`src/rtl/klk_pkg.sv`:
```
`default_nettype none

package klk_pkg;

	localparam int MaxDigitsDef    = 16;
	localparam int HistorySlotsDef = 3;

	localparam logic [3:0]  MaxAttemptsRst  = 4'd3;
	localparam logic [15:0] LockoutTicksRst = 16'd60000;

	localparam logic [4:0] KEY_NONE = 5'd0;
	localparam logic [4:0] KEY_OK   = 5'd4;
	localparam logic [4:0] KEY_LOCK = 5'd8;
	localparam logic [4:0] KEY_LAST = 5'd16;

	localparam logic       CMD_KEY  = 1'b0;
	localparam logic       CMD_TICK = 1'b1;

	localparam logic       REG_MAX_ATTEMPTS  = 1'b0;
	localparam logic       REG_LOCKOUT_TICKS = 1'b1;

	typedef enum logic [1:0] {
		MODE_IDLE    = 2'd0,
		MODE_SET     = 2'd1,
		MODE_LOCKED  = 2'd2,
		MODE_LOCKOUT = 2'd3
	} mode_t;

	typedef enum logic [3:0] {
		EV_NONE         = 4'd0,
		EV_KEYPRESS     = 4'd1,
		EV_STORED       = 4'd2,
		EV_REJECTED     = 4'd3,
		EV_LOCKOUT      = 4'd4,
		EV_UNLOCKED     = 4'd5,
		EV_NO_CODE      = 4'd6,
		EV_LOCKOUT_OVER = 4'd7,
		EV_LOCKED       = 4'd8
	} event_t;

	typedef struct packed {
		logic       command;
		logic [4:0] key_code;
	} in_item_t;

	typedef struct packed {
		logic [3:0] event_res;
		logic [1:0] mode;
		logic [3:0] failed_attempts;
		logic       code_set_flag;
		logic [4:0] entry_length;
	} out_item_t;

	typedef struct packed {
		logic       is_digit;
		logic [3:0] value;
	} key_digit_t;

	// keypad layout: 1 2 3 A / 4 5 6 B / 7 8 9 C / * 0 # D
	function automatic key_digit_t digit_of_key(input logic [4:0] key);
		key_digit_t d;
		d = '{is_digit: 1'b1, value: 4'd0};
		case (key)
			5'd1:    d.value = 4'd1;
			5'd2:    d.value = 4'd2;
			5'd3:    d.value = 4'd3;
			5'd5:    d.value = 4'd4;
			5'd6:    d.value = 4'd5;
			5'd7:    d.value = 4'd6;
			5'd9:    d.value = 4'd7;
			5'd10:   d.value = 4'd8;
			5'd11:   d.value = 4'd9;
			5'd14:   d.value = 4'd0;
			default: d.is_digit = 1'b0;
		endcase
		return d;
	endfunction

endpackage

`default_nettype wire

```
`src/rtl/keypad_code_lock_controller.sv`:
```
// Each accepted item's result is captured in the output register in the cycle after it is accepted.
// Throughput: one item per cycle; the input is held only while a result waits
// unread in the output register.
// Reset (arst_n low, asynchronous): idle mode, empty entry, empty history,
// no code stored, counters cleared, max_attempts 3, lockout_ticks 60000.
`default_nettype none

module keypad_code_lock_controller #(
	parameter int MAX_DIGITS    = klk_pkg::MaxDigitsDef,
	parameter int HISTORY_SLOTS = klk_pkg::HistorySlotsDef
) (
	input  wire                 clk,
	input  wire                 arst_n,
	input  wire                 in_valid,
	output logic                in_ready,
	input  klk_pkg::in_item_t   in_data,
	output logic                out_valid,
	input  wire                 out_ready,
	output klk_pkg::out_item_t  out_data,
	input  wire                 cfg_we,
	input  wire                 cfg_index,
	input  wire  [15:0]         cfg_data
);
	import klk_pkg::*;

	localparam int CODE_W = 4 * MAX_DIGITS;
	localparam int DIG_W  = (MAX_DIGITS > 1) ? $clog2(MAX_DIGITS) : 1;
	localparam int SLOT_W = (HISTORY_SLOTS > 1) ? $clog2(HISTORY_SLOTS) : 1;
	localparam logic [4:0]        MaxCount = 5'(MAX_DIGITS);
	localparam logic [SLOT_W-1:0] LastSlot = SLOT_W'(HISTORY_SLOTS - 1);

	logic [3:0]  max_attempts_q;
	logic [15:0] lockout_ticks_q;

	mode_t              mode_q, mode_d;
	logic [CODE_W-1:0]  entry_q, entry_d;
	logic [4:0]         count_q, count_d;
	logic [CODE_W-1:0]  hist_code_q [HISTORY_SLOTS];
	logic [4:0]         hist_len_q  [HISTORY_SLOTS];
	logic [SLOT_W-1:0]  cur_slot_q, next_slot_q;
	logic               code_set_q, code_set_d;
	logic [3:0]         attempt_q, attempt_d;
	logic [15:0]        lockout_q, lockout_d;

	logic       accept;
	logic       key_ev, tick_ev, key_ok, key_lock;
	key_digit_t dig;
	logic       in_hist, cur_match, store_ok;
	logic [3:0] attempt_inc;
	logic       trip;
	logic       tick_end;
	logic       do_store, do_clear, do_add;
	event_t     ev;
	logic [HISTORY_SLOTS-1:0] slot_hit;

	assign in_ready = !out_valid || out_ready;
	assign accept   = in_valid && in_ready;

	// decode
	always_comb begin
		tick_ev  = (in_data.command == CMD_TICK);
		key_ev   = (in_data.command == CMD_KEY) && (in_data.key_code != KEY_NONE)
			&& (in_data.key_code <= KEY_LAST);
		key_ok   = key_ev && (in_data.key_code == KEY_OK);
		key_lock = key_ev && (in_data.key_code == KEY_LOCK);
		dig      = digit_of_key(in_data.key_code);
		for (int s = 0; s < HISTORY_SLOTS; s++) begin
			slot_hit[s] = (hist_len_q[s] == count_q) && (hist_code_q[s] == entry_q);
		end
		in_hist     = |slot_hit;
		cur_match   = slot_hit[cur_slot_q];
		store_ok    = (count_q != 5'd0) && !in_hist;
		attempt_inc = (attempt_q == 4'hF) ? attempt_q : attempt_q + 4'd1;
		trip        = (attempt_inc >= max_attempts_q);
		tick_end    = (lockout_q <= 16'd1);
	end

	// next mode
	always_comb begin
		mode_d = mode_q;
		case (mode_q)
			MODE_IDLE: begin
				if (key_ok)
					mode_d = MODE_SET;
				else if (key_lock && code_set_q)
					mode_d = MODE_LOCKED;
			end
			MODE_SET: begin
				if (key_ok && store_ok)
					mode_d = MODE_IDLE;
			end
			MODE_LOCKED: begin
				if (key_ok)
					mode_d = cur_match ? MODE_IDLE : (trip ? MODE_LOCKOUT : MODE_LOCKED);
			end
			MODE_LOCKOUT: begin
				if (tick_ev && tick_end)
					mode_d = MODE_LOCKED;
			end
			default: mode_d = MODE_IDLE;
		endcase
	end

	// event and datapath control
	always_comb begin
		ev       = EV_NONE;
		do_store = 1'b0;
		do_clear = 1'b0;
		do_add   = 1'b0;
		case (mode_q)
			MODE_IDLE: begin
				if (key_ok) begin
					ev       = EV_KEYPRESS;
					do_clear = 1'b1;
				end else if (key_lock) begin
					ev       = code_set_q ? EV_LOCKED : EV_NO_CODE;
					do_clear = code_set_q;
				end
			end
			MODE_SET: begin
				if (key_ok) begin
					ev       = store_ok ? EV_STORED : EV_REJECTED;
					do_store = store_ok;
					do_clear = 1'b1;
				end else if (key_ev && dig.is_digit) begin
					ev     = EV_KEYPRESS;
					do_add = 1'b1;
				end
			end
			MODE_LOCKED: begin
				if (key_ok) begin
					ev       = cur_match ? EV_UNLOCKED : (trip ? EV_LOCKOUT : EV_REJECTED);
					do_clear = 1'b1;
				end else if (key_ev && dig.is_digit) begin
					ev     = EV_KEYPRESS;
					do_add = 1'b1;
				end
			end
			MODE_LOCKOUT: begin
				if (tick_ev && tick_end) begin
					ev       = EV_LOCKOUT_OVER;
					do_clear = 1'b1;
				end
			end
			default: ev = EV_NONE;
		endcase
	end

	always_comb begin
		entry_d    = entry_q;
		count_d    = count_q;
		code_set_d = code_set_q;
		attempt_d  = attempt_q;
		lockout_d  = lockout_q;
		if (do_clear) begin
			entry_d = '0;
			count_d = 5'd0;
		end else if (do_add && (count_q < MaxCount)) begin
			entry_d[4*count_q[DIG_W-1:0] +: 4] = dig.value;
			count_d = count_q + 5'd1;
		end
		if (do_store)
			code_set_d = 1'b1;
		if (mode_q == MODE_IDLE && key_lock && code_set_q)
			attempt_d = 4'd0;
		if (mode_q == MODE_LOCKED && key_ok) begin
			if (cur_match) begin
				code_set_d = 1'b0;
			end else if (trip) begin
				attempt_d = 4'd0;
				lockout_d = lockout_ticks_q;
			end else begin
				attempt_d = attempt_inc;
			end
		end
		if (mode_q == MODE_LOCKOUT && tick_ev)
			lockout_d = tick_end ? 16'd0 : lockout_q - 16'd1;
	end

	always_ff @(posedge clk or negedge arst_n) begin
		if (!arst_n) begin
			max_attempts_q  <= MaxAttemptsRst;
			lockout_ticks_q <= LockoutTicksRst;
		end else if (cfg_we) begin
			case (cfg_index)
				REG_MAX_ATTEMPTS:  max_attempts_q  <= cfg_data[3:0];
				REG_LOCKOUT_TICKS: lockout_ticks_q <= cfg_data;
				default: ;
			endcase
		end
	end

	always_ff @(posedge clk or negedge arst_n) begin
		if (!arst_n) begin
			mode_q      <= MODE_IDLE;
			entry_q     <= '0;
			count_q     <= 5'd0;
			cur_slot_q  <= '0;
			next_slot_q <= '0;
			code_set_q  <= 1'b0;
			attempt_q   <= 4'd0;
			lockout_q   <= 16'd0;
			for (int s = 0; s < HISTORY_SLOTS; s++) begin
				hist_code_q[s] <= '0;
				hist_len_q[s]  <= 5'd0;
			end
		end else if (accept) begin
			mode_q     <= mode_d;
			entry_q    <= entry_d;
			count_q    <= count_d;
			code_set_q <= code_set_d;
			attempt_q  <= attempt_d;
			lockout_q  <= lockout_d;
			if (do_store) begin
				cur_slot_q  <= next_slot_q;
				next_slot_q <= (next_slot_q == LastSlot) ? '0 : next_slot_q + SLOT_W'(1);
				hist_code_q[next_slot_q] <= entry_q;
				hist_len_q[next_slot_q]  <= count_q;
			end
		end
	end

	// result register
	always_ff @(posedge clk or negedge arst_n) begin
		if (!arst_n) begin
			out_valid <= 1'b0;
		end else if (in_ready) begin
			out_valid <= in_valid;
		end
	end

	always_ff @(posedge clk) begin
		if (accept) begin
			out_data.event_res       <= ev;
			out_data.mode            <= mode_d;
			out_data.failed_attempts <= attempt_d;
			out_data.code_set_flag   <= code_set_d;
			out_data.entry_length    <= count_d;
		end
	end

	a_count_bound: assert property (@(posedge clk) disable iff (!arst_n)
		count_q <= MaxCount)
		else $error("entry count beyond digit limit");

	a_slot_bound: assert property (@(posedge clk) disable iff (!arst_n)
		(next_slot_q <= LastSlot) && (cur_slot_q <= LastSlot))
		else $error("history slot out of range");

	a_lockout_attempts: assert property (@(posedge clk) disable iff (!arst_n)
		mode_q == MODE_LOCKOUT |-> attempt_q == 4'd0)
		else $error("attempt count not cleared in lockout");

	a_store_sets_code: assert property (@(posedge clk) disable iff (!arst_n)
		accept && do_store |=> code_set_q && mode_q == MODE_IDLE && count_q == 5'd0)
		else $error("code store left bad state");

	a_ready_when_empty: assert property (@(posedge clk) disable iff (!arst_n)
		!out_valid |-> in_ready)
		else $error("input stalled with empty output register");

endmodule

`default_nettype wire

```
`config.mk`:
```
export PLATFORM = sky130hd
export DESIGN_NAME = keypad_code_lock_controller
export DESIGN_NICKNAME = d
export VERILOG_FILES = /design/src/rtl/klk_pkg.sv /design/src/rtl/keypad_code_lock_controller.sv
export SDC_FILE = /design/constraint.sdc
export NUM_CORES = 1
export LEC_CHECK = 0
export BUFFER_PORTS_ARGS = -buffer_cell sky130_fd_sc_hd__buf_2
export CAP_MARGIN = 40
export CORE_ASPECT_RATIO = 1.2
export CORE_MARGIN = 2
export CORE_UTILIZATION = 40
export DETAILED_ROUTE_END_ITERATION = 16
export GPL_TIMING_DRIVEN = 0
export PLACE_DENSITY = 0.52
export SLEW_MARGIN = 25
export SYNTH_ARGS = -nofsm -noshare
export SYNTH_HDL_FRONTEND = slang
export SYNTH_SLANG_ARGS = --single-unit
```
`constraint.sdc`:
```
create_clock -name clk -period 3.5 [get_ports clk]
set_input_delay 0.525 -clock clk [delete_from_list [all_inputs] [get_ports clk]]
set_output_delay 0.525 -clock clk [all_outputs]
set_load 0.02 [all_outputs]
```
==> results of run 1 <==
where the power goes:
group | total (mW) | internal, mW | switching (mW)
Sequential | 4.12 | 4.05 | 0.0655
Combinational | 1.21 | 0.361 | 0.852
Clock | 3.88 | 2.26 | 1.62
cell families (layout without fill, tap and decap cells):
group                    count (synthesis)  count (layout)  share of synthesized area, %
flip-flops                             340             340                          51.4
AND/OR/NAND/NOR                        284             284                          8.99
multiplexers                           235             235                          15.7
XOR/XNOR                               211             211                          11.0
AO/OA/AOI/OAI                          182             182                          7.79
buffers and inverters                  141             245                          3.71
adder cells (fa/ha/maj)                 18              18                          1.35
state kept, by name (all words and copies together), names as in the netlist:
signal / cells
hist_code_q: 192
entry_q: 64
lockout_q: 16
lockout_ticks_q: 16
out_data: 16
hist_len_q: 15
count_q: 5
attempt_q: 4
max_attempts_q: 4
cur_slot_q: 2
mode_q: 2
next_slot_q: 2
code_set_q: 1
out_valid: 1
repair_timing:
item                                    CTS  global route
pin swaps                                 1             1
buffers inserted                          0             1
hold buffers                              1             0
endpoints found under the setup margin  213           191
hold endpoints to repair                 43             0
resized for setup                        12            10
final cells by class:
type | instances | area share [%]
Multi-Input combinational cell | 930 | 40.0
Timing Repair Buffer | 53 | 2.05
Buffer | 108 | 2.67
Tap cell | 546 | 3.58
Clock inverter | 8 | 0.420
Inverter | 19 | 0.374
Sequential cell | 340 | 45.1
Clock buffer | 57 | 5.79
synth_stat cells, types with 5 or more instances:
| cell | number |
|---|---|
| buf_2 | 19 |
| nand2b_1 | 11 |
| nand2_1 | 68 |
| a21o_1 | 7 |
| inv_1 | 19 |
| a21oi_1 | 24 |
| a22o_1 | 24 |
| a22oi_1 | 6 |
| a31oi_1 | 13 |
| nor2b_1 | 9 |
| clkbuf_1 | 89 |
| xnor2_1 | 141 |
| nor4_1 | 28 |
| buf_6 | 9 |
| and2_1 | 6 |
| nand3_1 | 14 |
| nor2_1 | 59 |
| edfxtp_1 | 16 |
| mux2_1 | 20 |
| nor3_1 | 21 |
| xor2_1 | 70 |
| a32o_1 | 29 |
| o21ai_0 | 40 |
| buf_1 | 5 |
| dfrtp_1 | 315 |
| mux2i_1 | 9 |
| ha_1 | 18 |
| nand4_1 | 40 |
| o22ai_1 | 16 |
| mux2_2 | 206 |
| dfstp_2 | 9 |
path summary, 6_finish.rpt:
path                                  from                to  cells after the start
setup / recovery                count_q[1]   hist_code_q[55]                     11
hold / removal                    in_valid         out_valid                      2
setup reg to reg                count_q[1]   hist_code_q[55]                     11
hold reg to reg            hist_code_q[57]   hist_code_q[57]                      1
max in group asynchronous           arst_n  hist_code_q[154]                      4
min in group asynchronous           arst_n   hist_code_q[51]                      2
layer usage:
| metal | vias to the layer above | track usage (%) |
|---|---|---|
| met1 | 5773 | 30.1 |
| met4 | 0 | 7.39 |
| met3 | 72 | 2.72 |
| met2 | 281 | 39.9 |
| li1 | 5150 | - |
| met5 | - | 0 |
worst register-to-register path: cells and delay by family, from the launching register on:
family / cells / cell delay, ps
xor gates and xnor gates: 1 / 200
muxes: 1 / 350
buffers and inverters: 3 / 840
and+or+nand+nor: 5 / 1150
DFF: 1 / 410
AOI/OAI and AO/OA: 1 / 310
==> impl_metrics.toml, run 1 <==
[worst_setup_path]
critPathKind = "flip-flop to flip-flop"
ff2ff_setup_slack_ps = 130
cp_common_cell = "buf_6"
end_kind = "flip-flop"
path_cells = "buf_2, xnor2_1, nand4_1, nor4_2, nand3_1, o22a_1, nand4_4, nor3b_4, buf_6, buf_6, mux2_1"
crit_family = "simple AND/OR/NAND/NOR gates"
cp.required_ps = 3910
critical_path.max_fanout = 10
path_buf_inv = 3
crit_arrival_ps = 3780
cpPeakStageDelay_ps = 410
start_kind = "flip-flop"
cp_slowest_cell = "dfrtp_1"

[route]
met1_length_mm = 21.0
top_layer_used = "met4"
ant_nets = 0
wl_mm = 48.6
route.met3.wl_mm = 1.71
avgViaCountPerCell = 5.47
route.met2.wl_mm = 24.3
drtPass1Iterations = 5
vias = 11276
drt_iter0_drc = 692
post_drt_wl_per_cell_microns = 23.6
drc = 0

[timing]
skew_ps = 24.7
grt_setup_unrepaired = "true"
setup_slack_ps = 129
slew_headroom_pct = 42.9
period_share_pct = 96.3
holdWs_ps = 190
maxSlewViolCount = 0
hold_violations = 0
worst_pin_slew_ps = 856
setup_tns_ps = 0
period_minus_slack_ps = 3370
max_freq_mhz = 297
setup_violations = 0

[yosys]
yosys_warnings = 0
synth_edf_count = 16
ys_ff_latch = 340
yosysTopAreaCellShare_pct = 47.1
async_reset_ff_share_pct = 95.3
post_synth.cell_area_avg_sq_um = 11.9
synthFlopType = "dfrtp_1"
ys_seq_area_share_pct = 51.4
yosysTopAreaCell = "dfrtp_1"
synth_area_sq_um = 16700
synth_fp_nets = 1457
syn_inst = 1411
ys_top_cells_by_area = "dfrtp_1 (47%), mux2_2 (14%), xnor2_1 (7.4%)"
yosysUniqueCellTypes = 66

[layout]
seqCellArea_sq_um = 8600
fillerInstances = 3861
diodes = 0
layout_commonest_cell = "dfrtp_1"
multi_input_area_sq_um = 7630
final_cells = 2061
final_area_sq_um = 19100
final_cell_mix = "dfrtp_1 (315), mux2_2 (206), xnor2_1 (135)"
drive_above_1_share_pct = 24.9
nNetsFinal = 1537
syn_to_final_growth_pct = 13.9
final_util_pct = 45.9

[clocking]
clock_latency_ps = 550
clk_pin_slew_ps = 60
cts_htree_levels = 2
cts_buffers = 39
cts_buffer_depth = 3
cts_tree = "built"
root_buffer = "clkbuf_16"
cts_sinks = 340

[grt]
antenna_found_initial = 0
grt_pass1_vias = 11429
groute.usage.overall_pct = 23.1
grt_max_degree = 89
grt_pass1_wl_mm = 74.2
grt_overflow = 0

[power_and_ir_drop]
power.total_mw = 9.21
total_leakage_power_nw = 8.98
worst_ir_drop_vdd_v = 0.000457
powerDensity_nw_per_um2 = 483

[floorplanning]
die_h_microns = 228
core_sq_um = 41600
initial_core_util_pct = 40.3
die-area_sq_um = 43500
num_rows = 82
die_w_microns = 191
num_io_pins = 46

[place]
dp_hpwl_mm = 35.4
post-place-cells = 2008
placed_area_sq_um = 17800
gp_congestion = 0.889
port_buffers = 44
pre_cts_ws_ps = -306

[hold_path]
hp-class = "primary input to flip-flop"

[flow_run]
max_cap_viol_count = 0

[status]
status = "completed"
Note: power is estimated with default switching activity, not from simulation.
==> inputs of run 2 (changes only) <==
--- a/config.mk
+++ b/config.mk
@@ -5,14 +5,14 @@
 export SDC_FILE = /design/constraint.sdc
 export NUM_CORES = 1
 export LEC_CHECK = 0
+export ABC_AREA = 1
 export BUFFER_PORTS_ARGS = -buffer_cell sky130_fd_sc_hd__buf_2
 export CAP_MARGIN = 40
 export CORE_ASPECT_RATIO = 1.2
-export CORE_MARGIN = 2
-export CORE_UTILIZATION = 40
+export CORE_UTILIZATION = 50
 export DETAILED_ROUTE_END_ITERATION = 16
 export GPL_TIMING_DRIVEN = 0
-export PLACE_DENSITY = 0.52
+export PLACE_DENSITY = 0.63
 export SLEW_MARGIN = 25
 export SYNTH_ARGS = -nofsm -noshare
 export SYNTH_HDL_FRONTEND = slang
==> run 2 against run 1 <==
Routed wire length down 5.3%. Synthesized cell count up 59%. Clock skew down 12 ps. Critical endpoint is now hist_code_q[139]. Largest cell class unchanged. Highest routed layer unchanged.
==> impl_metrics.toml, run 2 <==
[status]
status = "completed"

[layout]
final_cell_mix = "nand2_1 (809), dfrtp_1 (315), inv_1 (240)"
diodes = 0
syn_to_final_growth_pct = 12.9
drive_above_1_share_pct = 9.40
layout_commonest_cell = "nand2_1"
final_cells = 2817
nNetsFinal = 2378
top_register = "hist_code_q"
reg.largest.list = "hist_code_q (192), entry_q (64)"
largest_register_ffs = 192

[worst_setup_path]
end_kind = "flip-flop"
critical_path.max_fanout = 11
cp.required_ps = 3900
r2r-start = "count_q[0]"
critPathKind = "flip-flop to flip-flop"
start_kind = "flip-flop"
regToRegEndpoint = "hist_code_q[139]"
r2r_cells = 15
ff2ff_setup_slack_ps = 220
crit_path_end = "hist_code_q[139]"
startpoint = "count_q[0]"
crit_arrival_ps = 3680

[yosys]
synth_area_sq_um = 17400
synth_edf_count = 16
synth_fp_nets = 2288
post_synth.cell_area_avg_sq_um = 7.75
yosysTopAreaCellShare_pct = 45.4
yosys_warnings = 0
ys_seq_area_share_pct = 49.5
yosysMostFrequentCell = "nand2_1"
ys_ff_latch = 340
ys_top_cells_by_area = "dfrtp_1 (45%), nand2_1 (17%), inv_1 (5.2%)"
yosysUniqueCellTypes = 41
ys_top_cells_by_count = "nand2_1 (809), dfrtp_1 (315), inv_1 (240)"
syn_inst = 2242
yosysTopAreaCell = "dfrtp_1"
synthFlopType = "dfrtp_1"
async_reset_ff_share_pct = 95.3

[timing]
worst_pin_slew_ps = 656
holdWs_ps = 226
skew_ps = 12.6
setup_slack_ps = 222
setup_tns_ps = 0
period_share_pct = 93.7
max_freq_mhz = 305
setup_violations = 0
period_minus_slack_ps = 3280
slew_headroom_pct = 56.1
grt_setup_unrepaired = "false"
maxSlewViolCount = 0
hold_violations = 0

[route]
drtPass1Iterations = 7
avgViaCountPerCell = 5.12
ant_nets = 0
drc = 0
vias = 14418
post_drt_wl_per_cell_microns = 16.3
drt_iter0_drc = 981
wl_mm = 46.0

[floorplanning]
core_sq_um = 34200
num_rows = 74
die_h_microns = 206
initial_core_util_pct = 50.9
die-area_sq_um = 35500
die_w_microns = 172
num_io_pins = 46

[clocking]
cts_tree = "built"
clock_latency_ps = 530
clk_pin_slew_ps = 60
cts_htree_levels = 2
cts_buffer_depth = 3
cts_sinks = 340
root_buffer = "clkbuf_16"
cts_buffers = 38
post-cts-setup-buffers = 0

[flow_run]
max_cap_viol_count = 0

[grt]
antenna_found_initial = 0
grt_pass1_vias = 13772
groute.usage.overall_pct = 27.0
grt_overflow = 0
grt_pass1_wl_mm = 73.7
grt_max_degree = 90

[power_and_ir_drop]
total_leakage_power_nw = 9.23
powerDensity_nw_per_um2 = 596
intPower_mw = 7.79
switching_share_pct = 33.4
comb_power_share_pct = 25.0
p_seq_share_pct = 39.2
switchingPower_mw = 3.91
power.total_mw = 11.7
p_clk_share_pct = 35.8
worst_ir_drop_vdd_v = 0.000509

[place]
gp_congestion = 0.942
post-place-cells = 2747
pre_cts_ws_ps = 53.0
dp_hpwl_mm = 33.4
port_buffers = 45

[hold_path]
hp-class = "primary input to flip-flop"
==> run 2: cell types whose count changed in the layout (fill, tap and decap cells not counted), sizes merged, moves of 17 or more <==
cell | before | now
o22ai | 16 | 33
nand4 | 41 | 14
a22o | 24 | 0
clkbuf | 132 | 76
mux2 | 226 | 12
nand3 | 14 | 50
xor2 | 70 | 26
a32o | 29 | 0
nand2 | 68 | 814
nor4 | 31 | 2
xnor2 | 141 | 79
nor2 | 60 | 191
inv | 23 | 249
o21ai | 40 | 296
==> run 2: worst min path at each step <==
stage	startpoint	to	slack (ps)	cells past startpoint
CTS	cfg_data[12]	lockout_ticks_q[12]	210	2
global placement	lockout_ticks_q[0]	lockout_ticks_q[0]	470	2
global route	cfg_data[6]	lockout_ticks_q[6]	220	2
floorplan	arst_n	attempt_q[0]	230	0
finish	cfg_data[7]	lockout_ticks_q[7]	230	2
detailed placement	arst_n	hist_code_q[89]	400	1
==> run 2: worst max-delay path, cell delays in order (launching register included) <==
cell and delay, ps:
dfrtp_1 440, buf_2 220, inv_2 180, clkbuf_2 310
ha_1 240, nand2_1 90, nor2_1 300, a21oi_1 120
nand2_1 110, nor3_2 60, nand2_2 100, inv_2 90
nand2_2 90, buf_2 300, buf_2 380, o21ai_1 110
==> run 2: final cells by class <==
type / instances / area (sq um)
inverter: 249 / 935
clock buffer: 54 / 1140
multi-input combinational: 1583 / 7460
fill: 3168 / 14500
timing repair buffer: 50 / 355
sequential: 340 / 8600
clock inverter: 15 / 179
buffer: 70 / 390
tap: 456 / 571
==> run 2: per-stage QoR <==
step,util (%),instance area [sq um]
after floorplan,-,17400
after global placement,53.2,18200
after detailed placement,53.5,18300
after CTS,57.4,19600
after global routing,57.4,19600
final,57.4,19600
==> run 2: what timing repair did <==
| item | CTS | global route |
|---|---|---|
| hold endpoints to repair | 24 | 0 |
| gates resized for setup | 0 | 4 |
| setup endpoints to repair | 0 | 208 |
| hold buffers | 1 | 0 |
==> run 2: power by group through the flow <==
| stage | Clock (mW) | Combinational [mW] | Sequential, mW |
|---|---|---|---|
| floorplan | 0 | 2.01 | 4.61 |
| global placement | 0 | 2.86 | 4.65 |
| detailed placement | 0 | 2.90 | 4.65 |
| CTS | 4.28 | 2.92 | 4.58 |
| global route | 4.43 | 3.28 | 4.63 |
| finish | 4.19 | 2.93 | 4.59 |
==> run 2: routing by layer <==
| layer | global-route usage [%] | wire [microns] | up-vias |
|---|---|---|---|
| met5 | 0 | 0 | - |
| met4 | 9.99 | 1620 | 0 |
| met3 | 3.81 | 1910 | 86 |
| met2 | 46.9 | 22700 | 290 |
| met1 | 34.0 | 19900 | 6817 |
| li1 | - | - | 7225 |
==> run 2: kinds of logic (layout without fill, tap and decap cells) <==
logic type / count (synthesis) / count (layout) / synth area share, %
mux: 12 / 12 / 0.778
simple gates: 1091 / 1091 / 24.8
flops: 340 / 340 / 49.5
fa+ha+maj: 18 / 18 / 1.30
buf+inv: 319 / 438 / 7.58
compound gates: 357 / 357 / 10.8
xor+xnor: 105 / 105 / 5.29
